`src/hdl/lpfd_pkg.sv`:
```
// Shared types and constants for the length-prefixed frame deframer.
package lpfd_pkg;

    // Widths of the frame fields.
    localparam int unsigned BYTE_W   = 8;
    localparam int unsigned LEN_W    = 16;
    localparam int unsigned CFG_IDX_W = 2;
    localparam int unsigned CFG_DATA_W = 16;

    // Configuration register indexes.
    localparam logic [CFG_IDX_W-1:0] CFG_HEADER_BYTE = 2'd0;
    localparam logic [CFG_IDX_W-1:0] CFG_STOP_BYTE   = 2'd1;
    localparam logic [CFG_IDX_W-1:0] CFG_MAX_BODY    = 2'd2;

    // Configuration values after reset.
    localparam logic [BYTE_W-1:0] HEADER_BYTE_RESET = 8'h3A;
    localparam logic [BYTE_W-1:0] STOP_BYTE_RESET   = 8'h0A;
    localparam logic [LEN_W-1:0]  MAX_BODY_RESET    = 16'd511;

    // What a result beat reports.
    typedef enum logic [1:0] {
        KIND_BODY     = 2'd0,
        KIND_END_GOOD = 2'd1,
        KIND_END_BAD  = 2'd2,
        KIND_REJECT   = 2'd3
    } kind_t;

    // One result item.
    typedef struct packed {
        logic [LEN_W-1:0]  frame_length;
        logic [LEN_W-1:0]  body_offset;
        logic [BYTE_W-1:0] data_byte;
        kind_t             kind;
    } result_t;

    // A result with its valid flag, passed from the parser to the output buffer.
    typedef struct packed {
        logic    valid;
        result_t data;
    } result_beat_t;

endpackage

```
`src/hdl/lpfd_in_stage.sv`:
```
// Input register holding one received byte until the parser takes it.
module lpfd_in_stage (
    input  logic                      clk,
    input  logic                      rst_n,
    input  logic                      s_tvalid,
    output logic                      s_tready,
    input  logic [lpfd_pkg::BYTE_W-1:0] s_tdata,
    input  logic                      take,
    output logic                      byte_valid,
    output logic [lpfd_pkg::BYTE_W-1:0] byte_data
);
    import lpfd_pkg::*;

    logic              valid_reg;
    logic              valid_next;
    logic [BYTE_W-1:0] data_reg;
    logic              load;

    // The register may refill in the same cycle as it is drained.
    assign s_tready = !valid_reg || take;
    assign load     = s_tvalid && s_tready;

    always_comb
    begin
        valid_next = valid_reg;
        if (load)
        begin
            valid_next = 1'b1;
        end
        else if (take)
        begin
            valid_next = 1'b0;
        end
    end

    always_ff @(posedge clk or negedge rst_n)
    begin
        if (!rst_n)
        begin
            valid_reg <= 1'b0;
        end
        else
        begin
            valid_reg <= valid_next;
        end
    end

    // Payload needs no reset.
    always_ff @(posedge clk)
    begin
        if (load)
        begin
            data_reg <= s_tdata;
        end
    end

    assign byte_valid = valid_reg;
    assign byte_data  = data_reg;

endmodule

```
`src/hdl/lpfd_parser.sv`:
```
// Frame parser: configuration registers, frame state and result decode.
module lpfd_parser (
    input  logic                          clk,
    input  logic                          rst_n,
    input  logic                          cfg_wr_en,
    input  logic [lpfd_pkg::CFG_IDX_W-1:0]  cfg_index,
    input  logic [lpfd_pkg::CFG_DATA_W-1:0] cfg_wdata,
    input  logic                          consume,
    input  logic [lpfd_pkg::BYTE_W-1:0]     byte_data,
    output lpfd_pkg::result_beat_t        result
);
    import lpfd_pkg::*;

    typedef enum logic [3:0] {
        PH_HUNT   = 4'b0001,
        PH_LEN_HI = 4'b0010,
        PH_LEN_LO = 4'b0100,
        PH_BODY   = 4'b1000
    } phase_t;

    logic [BYTE_W-1:0] header_reg;
    logic [BYTE_W-1:0] stop_reg;
    logic [LEN_W-1:0]  max_body_reg;

    phase_t            phase_reg;
    phase_t            phase_next;
    logic [LEN_W-1:0]  length_reg;
    logic [LEN_W-1:0]  length_next;
    logic [LEN_W-1:0]  remaining_reg;
    logic [LEN_W-1:0]  remaining_next;
    logic [LEN_W-1:0]  offset_reg;
    logic [LEN_W-1:0]  offset_next;
    logic [LEN_W-1:0]  full_length;

    // Configuration writes; an index beyond the list is ignored.
    always_ff @(posedge clk or negedge rst_n)
    begin
        if (!rst_n)
        begin
            header_reg   <= HEADER_BYTE_RESET;
            stop_reg     <= STOP_BYTE_RESET;
            max_body_reg <= MAX_BODY_RESET;
        end
        else if (cfg_wr_en)
        begin
            case (cfg_index)
                CFG_HEADER_BYTE: header_reg   <= cfg_wdata[BYTE_W-1:0];
                CFG_STOP_BYTE:   stop_reg     <= cfg_wdata[BYTE_W-1:0];
                CFG_MAX_BODY:    max_body_reg <= cfg_wdata[LEN_W-1:0];
                default:         ;
            endcase
        end
    end

    // Length as completed by the low length byte.
    assign full_length = {length_reg[LEN_W-1:BYTE_W], byte_data};

    // Next state and at most one result for the byte being consumed.
    always_comb
    begin
        phase_next     = phase_reg;
        length_next    = length_reg;
        remaining_next = remaining_reg;
        offset_next    = offset_reg;
        result.valid             = 1'b0;
        result.data.kind         = KIND_BODY;
        result.data.data_byte    = byte_data;
        result.data.body_offset  = '0;
        result.data.frame_length = length_reg;
        if (consume)
        begin
            case (phase_reg)
                PH_HUNT:
                begin
                    if (byte_data == header_reg)
                    begin
                        phase_next = PH_LEN_HI;
                    end
                end
                PH_LEN_HI:
                begin
                    length_next = {byte_data, {BYTE_W{1'b0}}};
                    phase_next  = PH_LEN_LO;
                end
                PH_LEN_LO:
                begin
                    length_next = full_length;
                    offset_next = '0;
                    if (full_length > max_body_reg)
                    begin
                        phase_next               = PH_HUNT;
                        remaining_next           = '0;
                        result.valid             = 1'b1;
                        result.data.kind         = KIND_REJECT;
                        result.data.frame_length = full_length;
                    end
                    else
                    begin
                        remaining_next = full_length;
                        phase_next     = PH_BODY;
                    end
                end
                PH_BODY:
                begin
                    result.valid = 1'b1;
                    if (remaining_reg == '0)
                    begin
                        phase_next       = PH_HUNT;
                        offset_next      = '0;
                        result.data.kind = (byte_data == stop_reg) ? KIND_END_GOOD
                                                                   : KIND_END_BAD;
                    end
                    else
                    begin
                        result.data.body_offset = offset_reg;
                        remaining_next          = remaining_reg - 1'b1;
                        offset_next             = offset_reg + 1'b1;
                    end
                end
                default:
                begin
                    phase_next = PH_HUNT;
                end
            endcase
        end
    end

    always_ff @(posedge clk or negedge rst_n)
    begin
        if (!rst_n)
        begin
            phase_reg     <= PH_HUNT;
            length_reg    <= '0;
            remaining_reg <= '0;
            offset_reg    <= '0;
        end
        else
        begin
            phase_reg     <= phase_next;
            length_reg    <= length_next;
            remaining_reg <= remaining_next;
            offset_reg    <= offset_next;
        end
    end

    // While hunting no byte gives a result.
    assert property (@(posedge clk) disable iff (!rst_n)
        (consume && phase_reg == PH_HUNT) |-> !result.valid)
        else $error("result produced while hunting for a header");

    // A body byte always lies inside the announced body.
    assert property (@(posedge clk) disable iff (!rst_n)
        (result.valid && result.data.kind == KIND_BODY)
            |-> (result.data.body_offset < result.data.frame_length))
        else $error("body offset beyond frame length");

endmodule

```
`src/hdl/lpfd_out_buf.sv`:
```
// Two-entry output buffer that decouples the parser from downstream stalls.
module lpfd_out_buf (
    input  logic                   clk,
    input  logic                   rst_n,
    input  lpfd_pkg::result_beat_t result,
    output logic                   full,
    output logic                   m_tvalid,
    input  logic                   m_tready,
    output lpfd_pkg::result_t      head
);
    import lpfd_pkg::*;

    result_t    entry_reg [2];
    logic       wr_ptr_reg;
    logic       rd_ptr_reg;
    logic [1:0] count_reg;
    logic [1:0] count_next;
    logic       push;
    logic       pop;

    assign full     = (count_reg == 2'd2);
    assign m_tvalid = (count_reg != 2'd0);
    assign push     = result.valid;
    assign pop      = m_tvalid && m_tready;
    assign head     = entry_reg[rd_ptr_reg];

    always_comb
    begin
        count_next = count_reg;
        if (push && !pop)
        begin
            count_next = count_reg + 2'd1;
        end
        else if (pop && !push)
        begin
            count_next = count_reg - 2'd1;
        end
    end

    always_ff @(posedge clk or negedge rst_n)
    begin
        if (!rst_n)
        begin
            wr_ptr_reg <= 1'b0;
            rd_ptr_reg <= 1'b0;
            count_reg  <= 2'd0;
        end
        else
        begin
            if (push)
            begin
                wr_ptr_reg <= !wr_ptr_reg;
            end
            if (pop)
            begin
                rd_ptr_reg <= !rd_ptr_reg;
            end
            count_reg <= count_next;
        end
    end

    // Result storage.
    always_ff @(posedge clk)
    begin
        if (push)
        begin
            entry_reg[wr_ptr_reg] <= result.data;
        end
    end

    // The parser never pushes into a full buffer.
    assert property (@(posedge clk) disable iff (!rst_n)
        !(push && count_reg == 2'd2))
        else $error("result pushed into full output buffer");

    // A pop without a push frees exactly one entry.
    assert property (@(posedge clk) disable iff (!rst_n)
        (pop && !push) |=> (count_reg == $past(count_reg) - 2'd1))
        else $error("output buffer count wrong after pop");

endmodule

```
`src/hdl/length_prefixed_frame_deframer_unit.sv`:
```
// Top level of the length-prefixed frame deframer.
//
// Received serial bytes enter on the s_ channel, one byte per beat. The block
// hunts for the header byte, reads a two-byte big-endian body length, then
// passes each body byte out on the m_ channel with its offset, and finally
// reports a good or bad frame end from the byte after the body. A length
// above max_body_length is reported as rejected. Bytes outside a frame give
// no result beat. The user must write header_byte (index 0), stop_byte (index
// 1) and max_body_length (index 2) on the configuration port only while the
// block is idle; the block does not enforce this. Throughput is one byte per
// cycle while the output buffer has room. A result goes from the input
// register through the parser into the two-entry output buffer. Reset loads
// the default configuration, returns the parser to header hunt and empties
// both buffers. When the receiver stalls, the output buffer absorbs two
// results, then the input register holds and s_tready drops.
module length_prefixed_frame_deframer_unit (
    input  logic                            clk,
    input  logic                            rst_n,
    // Configuration write port.
    input  logic                            cfg_wr_en,
    input  logic [lpfd_pkg::CFG_IDX_W-1:0]  cfg_index,
    input  logic [lpfd_pkg::CFG_DATA_W-1:0] cfg_wdata,
    // Received bytes.
    input  logic                            s_tvalid,
    output logic                            s_tready,
    input  logic [7:0]                      s_tdata,   // [7:0] rx_byte
    // Results.
    output logic                            m_tvalid,
    input  logic                            m_tready,
    output logic [39:0]                     m_tdata,   // [7:0] data_byte,
                                                       // [23:8] body_offset,
                                                       // [39:24] frame_length
    output logic [1:0]                      m_tuser    // [1:0] kind
);
    import lpfd_pkg::*;

    logic              byte_valid;
    logic [BYTE_W-1:0] byte_data;
    logic              take;
    logic              out_full;
    result_beat_t      result;
    result_t           head;

    // A byte is parsed whenever the output buffer has room for its result.
    assign take = byte_valid && !out_full;

    lpfd_in_stage u_in_stage (
        .clk        (clk),
        .rst_n      (rst_n),
        .s_tvalid   (s_tvalid),
        .s_tready   (s_tready),
        .s_tdata    (s_tdata),
        .take       (take),
        .byte_valid (byte_valid),
        .byte_data  (byte_data)
    );

    lpfd_parser u_parser (
        .clk       (clk),
        .rst_n     (rst_n),
        .cfg_wr_en (cfg_wr_en),
        .cfg_index (cfg_index),
        .cfg_wdata (cfg_wdata),
        .consume   (take),
        .byte_data (byte_data),
        .result    (result)
    );

    lpfd_out_buf u_out_buf (
        .clk      (clk),
        .rst_n    (rst_n),
        .result   (result),
        .full     (out_full),
        .m_tvalid (m_tvalid),
        .m_tready (m_tready),
        .head     (head)
    );

    // Pack the result fields onto the stream.
    assign m_tdata = {head.frame_length, head.body_offset, head.data_byte};
    assign m_tuser = head.kind;

endmodule

```
`config.mk`:
```
export PLATFORM = sky130hd
export DESIGN_NAME = length_prefixed_frame_deframer_unit
export DESIGN_NICKNAME = d
export VERILOG_FILES = /design/src/hdl/lpfd_pkg.sv /design/src/hdl/lpfd_in_stage.sv /design/src/hdl/lpfd_parser.sv /design/src/hdl/lpfd_out_buf.sv /design/src/hdl/length_prefixed_frame_deframer_unit.sv
export SDC_FILE = /design/constraint.sdc
export NUM_CORES = 1
export LEC_CHECK = 0
export CORE_MARGIN = 2
export CORE_UTILIZATION = 55
export CTS_CLUSTER_DIAMETER = 80
export DETAILED_ROUTE_END_ITERATION = 6
export DONT_BUFFER_PORTS = 1
export GPL_ROUTABILITY_DRIVEN = 0
export PLACE_DENSITY = 0.76
export SLEW_MARGIN = 20
export SYNTH_ARGS = -nofsm -noshare
export SYNTH_HDL_FRONTEND = slang
export SYNTH_HIERARCHICAL = 1
export SYNTH_SLANG_ARGS = --single-unit
```
`constraint.sdc`:
```
create_clock -name clk -period 4.2 [get_ports clk]
set_clock_uncertainty 0.2 [all_clocks]
set_input_delay 1.05 -clock clk [delete_from_list [all_inputs] [get_ports clk]]
set_output_delay 1.05 -clock clk [all_outputs]
set_load 0.03 [all_outputs]
```
### Yosys cells after proc, flatten, opt, wreduce, memory -nomap -nowiden

Memories as Yosys holds them, arrays and structs flattened.
Index checks and enable logic that the tools add are counted.

| storage, ports and cells | value |
|---|---|
| flip-flop bits (word level) | 97 |
| memory bits (writable) | 84 |
| bits of input ports | 31 |
| output and inout bits | 44 |
| word-level logic and storage cells | 86 |
| memories kept | 1 |

Memories:

| name | depth | width | read ports | clocked after memory_dff | wr ports | RTL line | RTL |
|---|---|---|---|---|---|---|---|
| u_out_buf.entry_reg | 2 | 42 | 1 | 0 | 1 | lpfd_out_buf.sv:13 | `result_t entry_reg [2];` |

| cells by class | value |
|---|---|
| $add $sub $neg | 4 |
| $lt $le $gt $ge | 1 |
| equality and inequality tests | 12 |
| multiplexer cells | 27 |
| bitwise logic cells | 1 |
| reduce and logical (&&, ||, !) cells | 27 |

Operators with widths:

| cell | count |
|---|---|
| 16-bit two-way mux | 6 |
| 16-bit one-hot mux with 2 select lines | 3 |
| 33-bit two-way mux | 1 |
| 17-bit two-way mux | 1 |
| 16-bit by 1-bit adder with 16-bit output (second input constant) | 1 |
| 8-bit == test | 2 |
| 16-bit > comparator | 1 |
| 16-bit logical NOT | 1 |
| 4-bit one-hot mux with 4 select lines | 1 |
| 16-bit by 1-bit subtractor with 16-bit output (second input constant) | 1 |
| 2-bit two-way mux | 6 |
| 4-bit two-way mux | 3 |
| 2-bit AND reduction | 5 |
| 2-bit nonzero test | 5 |
| 3-bit AND reduction | 3 |
| 1-bit logical NOT | 6 |
| 1-bit logical AND | 5 |
| 2-bit == test (second input constant) | 2 |
| 4-bit by 1-bit == test with 1-bit output (second input constant) | 1 |
| 4-bit by 2-bit == test with 1-bit output (second input constant) | 1 |
| 4-bit by 3-bit == test with 1-bit output (second input constant) | 1 |
| 4-bit == test (second input constant) | 1 |
| 1-bit two-way mux | 4 |
| 2-bit by 1-bit inequality test with 1-bit output (second input constant) | 2 |
| 9 further kinds | 9 |

### Depth between registers and ports, before layout

| depth | value |
|---|---|
| depth in word-level cells | 8 |
| gate-level depth with buffers | 14 |
| gate-level depth less buffers | 12 |

### Modules after synthesis

The synthesis kept the hierarchy.

By module, submodules not included:

| module | instances | cells each | area each (um^2) | sequential area each (um^2) |
|---|---|---|---|---|
| lpfd_parser | 1 | 483 | 4854.7 | 2122.0 |
| lpfd_out_buf | 1 | 147 | 3422.0 | 2622.5 |
| lpfd_in_stage | 1 | 12 | 294.0 | 265.3 |
| length_prefixed_frame_deframer_unit | 1 | 1 | 13.8 | 0.0 |

### Worst setup path before layout

Ideal clock, no wire load.

| path | value |
|---|---|
| path type | reg-to-reg |
| from | register u_parser.max_body_reg[8] |
| to | memory u_out_buf/entry_reg[0][0] (netlist bit) (enable) |
| setup time | 0.446 ns |
| data arrival time | 3.941 ns |
| data required time | 3.554 ns |
| slack | -0.387 ns |
| cell stages (with the launch flop) | 11 |
| buffers on the path | 1 |
| clock period less this slack | 4.587 ns |
| cells stage by stage | dfstp_2 inv_1 ha_1 nand4_1 or2_1 o221ai_1 o31ai_1 or3_1 buf_6 nand2_1 nor2b_1 |

RTL lines:

| what | RTL line | RTL |
|---|---|---|
| start, declared | lpfd_parser.sv:23 | `logic [LEN_W-1:0] max_body_reg;` |
| start signal, assigned | lpfd_parser.sv:49 | `CFG_MAX_BODY: max_body_reg <= cfg_wdata[LEN_W-1:0];` |
| end, declared | lpfd_out_buf.sv:13 |  |

==> metrics <==
run status finished, final reports clean; vias in the first global route 5248; CTS Buf Count 17; depth of the CTS H-tree 4; hpwl dp roughly 12000 µm; Clock Tree Buf Depth 2; core area between 0.015 and 0.02 mm²; CTS tree built; 1st-pass router iterations 5; nets between 600 and 700; DR WL/cell about 21 µm; Least-Margin Pin Slew slightly below 1000 ps; Synth area leader edfxtp_1; Clk Latency, worst-skew pair around 430 ps; post-synth top area share 32.2%; Yosys reg bits approximately 180; Synth Flop Type edfxtp_1; combinational share of power 5.7%; Initial DRC Count about 430; worst path required time 4120 ps; Die Area between 0.015 and 0.02 mm²; std cell rows 45; Worst Hold Margin 117 ps; worst r2r path cells 9; syn nets just under 700; Final Total Pwr 3.71 mW; Die Wd roughly 130 µm; EDFF count, synth 92; Fillers ~1100; Synth Warn # 6; Initial Utilization roughly 56%; pre-CTS setup slack approximately 550 ps; Final Max Slew Viols 0; Remaining Overflow, GRT 0; Critical R2R Launch u_in_stage/byte_data[7]; Setup Buffers After CTS 0; Sw Share between 20% and 30%; area occupied by multi-input gates 0.00321 mm²; Residual DRC 0; slowest CP cell edfxtp_1; storage element area about 0.005 mm²; finished layout cell area 0.00919 mm²; vias post-DR about 5100; area grow syn2layout 7.08%; clock-pin slew on the worst setup and hold paths 70 ps; Post-Syn Area per Cell 13.4 µm²; most frequent cell after synthesis edfxtp_1; worst path cell trace ha_1, nand4_1, nor3_1, a21boi_1, o31ai_1, or3_1, nand2_1, and2_2, buf_4; Max Cap Viol 0; P per Cell Area slightly above 400 mW/mm²; Min Clock Period, post-route about 3700 ps; Synth area leaders edfxtp_1 (32%), dfrtp_1 (21%), mux2_4 (8.0%), dfstp_2 (4.9%), mux2_2 (4.6%); post-synth cell types 60; GRT Util Overall between 20 and 25%; Worst Hold Class primary input to async pin; Worst setup EP type flip-flop; Vert. Die Dim around 130 µm; largest net degree at the start of global routing 90; Crit Path Class flip-flop to flip-flop; Crit path arrival time 3610 ps; Final WS setup just over 500 ps; cell internal pwr about 2.9 mW; Post-DP Area between 0.008 and 0.009 mm²; sequential area share after synthesis around 58%; first-pass GRT wire length around 28000 µm; Async SR Flop Fraction between 40% and 50%; share of cells above drive strength 1 roughly 24%; largest fanout on the critical path 21; fmax 0.271 GHz; total clock sinks around 180; DRT antenna net count 0; Slew headroom 34.0%; Post-CTS Resized 0; NetSw 0.839 mW; final hold violation count 0; Mapped Area 0.00858 mm²; routed wire length roughly 17000 µm; Largest register FFs between 80 and 90; RR Endpoint u_out_buf/entry_reg[1][26]; hold_buf cts 0; IO Count 75; Top delay family on crit path simple AND/OR/NAND/NOR gates; fin crit share 87.9%; worst path buffer plus inverter count 1; power share of the clock group 40.6%; CP max stage delay approximately 570 ps; worst reg-to-reg setup slack ~510 ps; Cells after Synth 643; startpoint types flip-flop; RSZ-0062 raised after global routing no; count of buffers from port buffering 0; # diodes 0; sequential power share between 50% and 60%; vias per cell slightly above 6; initial antenna violation count 0; Root Buffer clkbuf_16; Leak Pwr ~3.7 nW; Max IR drop VDD 0.000271 V; Setup TNS Final 0 ps; Final setup viols 0; top post-synthesis cells by count edfxtp_1 (92), dfrtp_1 (73), nand2_1 (65)
[cell usage in the layout (no fill, tap or decap), types with 11 or more instances in the layout]
cell type / n
edfxtp_1: 92
dfrtp_1: 72
nand2_1: 65
mux2_4: 46
mux2_2: 35
o21ai_0: 25
nor2_1: 24
o21ai_1: 24
inv_1: 21
ha_1: 19
and2_1: 19
clkbuf_16: 18
xor2_1: 18
dfstp_2: 16
a221o_1: 13
nor3_1: 12
buf_4: 11
[through the flow]
step | std cells | utilization (%)
6_report | 838 | 60.5
5_1_grt | 838 | 60.5
4_1_cts | 838 | 60.5
3_5_place_dp | 806 | 56.8
3_3_place_gp | 806 | 56.8
2_1_floorplan | 643 | -
[power by group through the flow]
stage	sequential [mW]	clock (mW)	combinational (mW)
floorplan	2.01	0	0.164
global placement	2.02	0	0.196
detailed placement	2.03	0	0.210
CTS	1.99	1.54	0.212
global route	2.00	1.61	0.233
finish	1.99	1.51	0.212
[logic make-up after synthesis]
family,count (synthesis),synth area share [%]
buffers and inverters,58,4.40
muxes,82,12.8
DFF,181,58.4
and+or+nand+nor,182,11.6
xor gates and xnor gates,27,2.75
adders and majority gates,19,2.77
AOI/OAI and AO/OA,94,7.35
[area by class of cell]
class	count	area share [%]
Multi-Input combinational cell	404	34.9
Tap cell	188	2.56
Clock inverter	11	0.953
Timing Repair Buffer	12	1.12
Inverter	21	0.857
Sequential cell	181	54.5
Clock buffer	21	5.13
[metal layers]
layer,part of all wire (%),GRT usage [%],routed length [µm]
met2,50,36.9,8720
met1,40,26.7,7050
met3,6.4,5.86,1120
met4,3.1,11.2,548
met5,0,0,0
[worst max path at each step]
stage,startpoint,slack [ps],end,cells past startpoint
after floorplan,u_parser/max_body_reg[8],400,u_out_buf/entry_reg[0][0],10
after global placement,u_in_stage/byte_data[7],790,u_out_buf/entry_reg[1][19],9
after detailed placement,u_in_stage/byte_data[7],550,u_out_buf/entry_reg[1][19],9
after CTS,u_in_stage/byte_data[7],530,u_out_buf/entry_reg[1][32],9
after global routing,u_in_stage/byte_data[7],220,u_out_buf/entry_reg[1][32],9
final,u_in_stage/byte_data[7],510,u_out_buf/entry_reg[1][26],9
No activity file was read; power rests on OpenSTA's default activity.
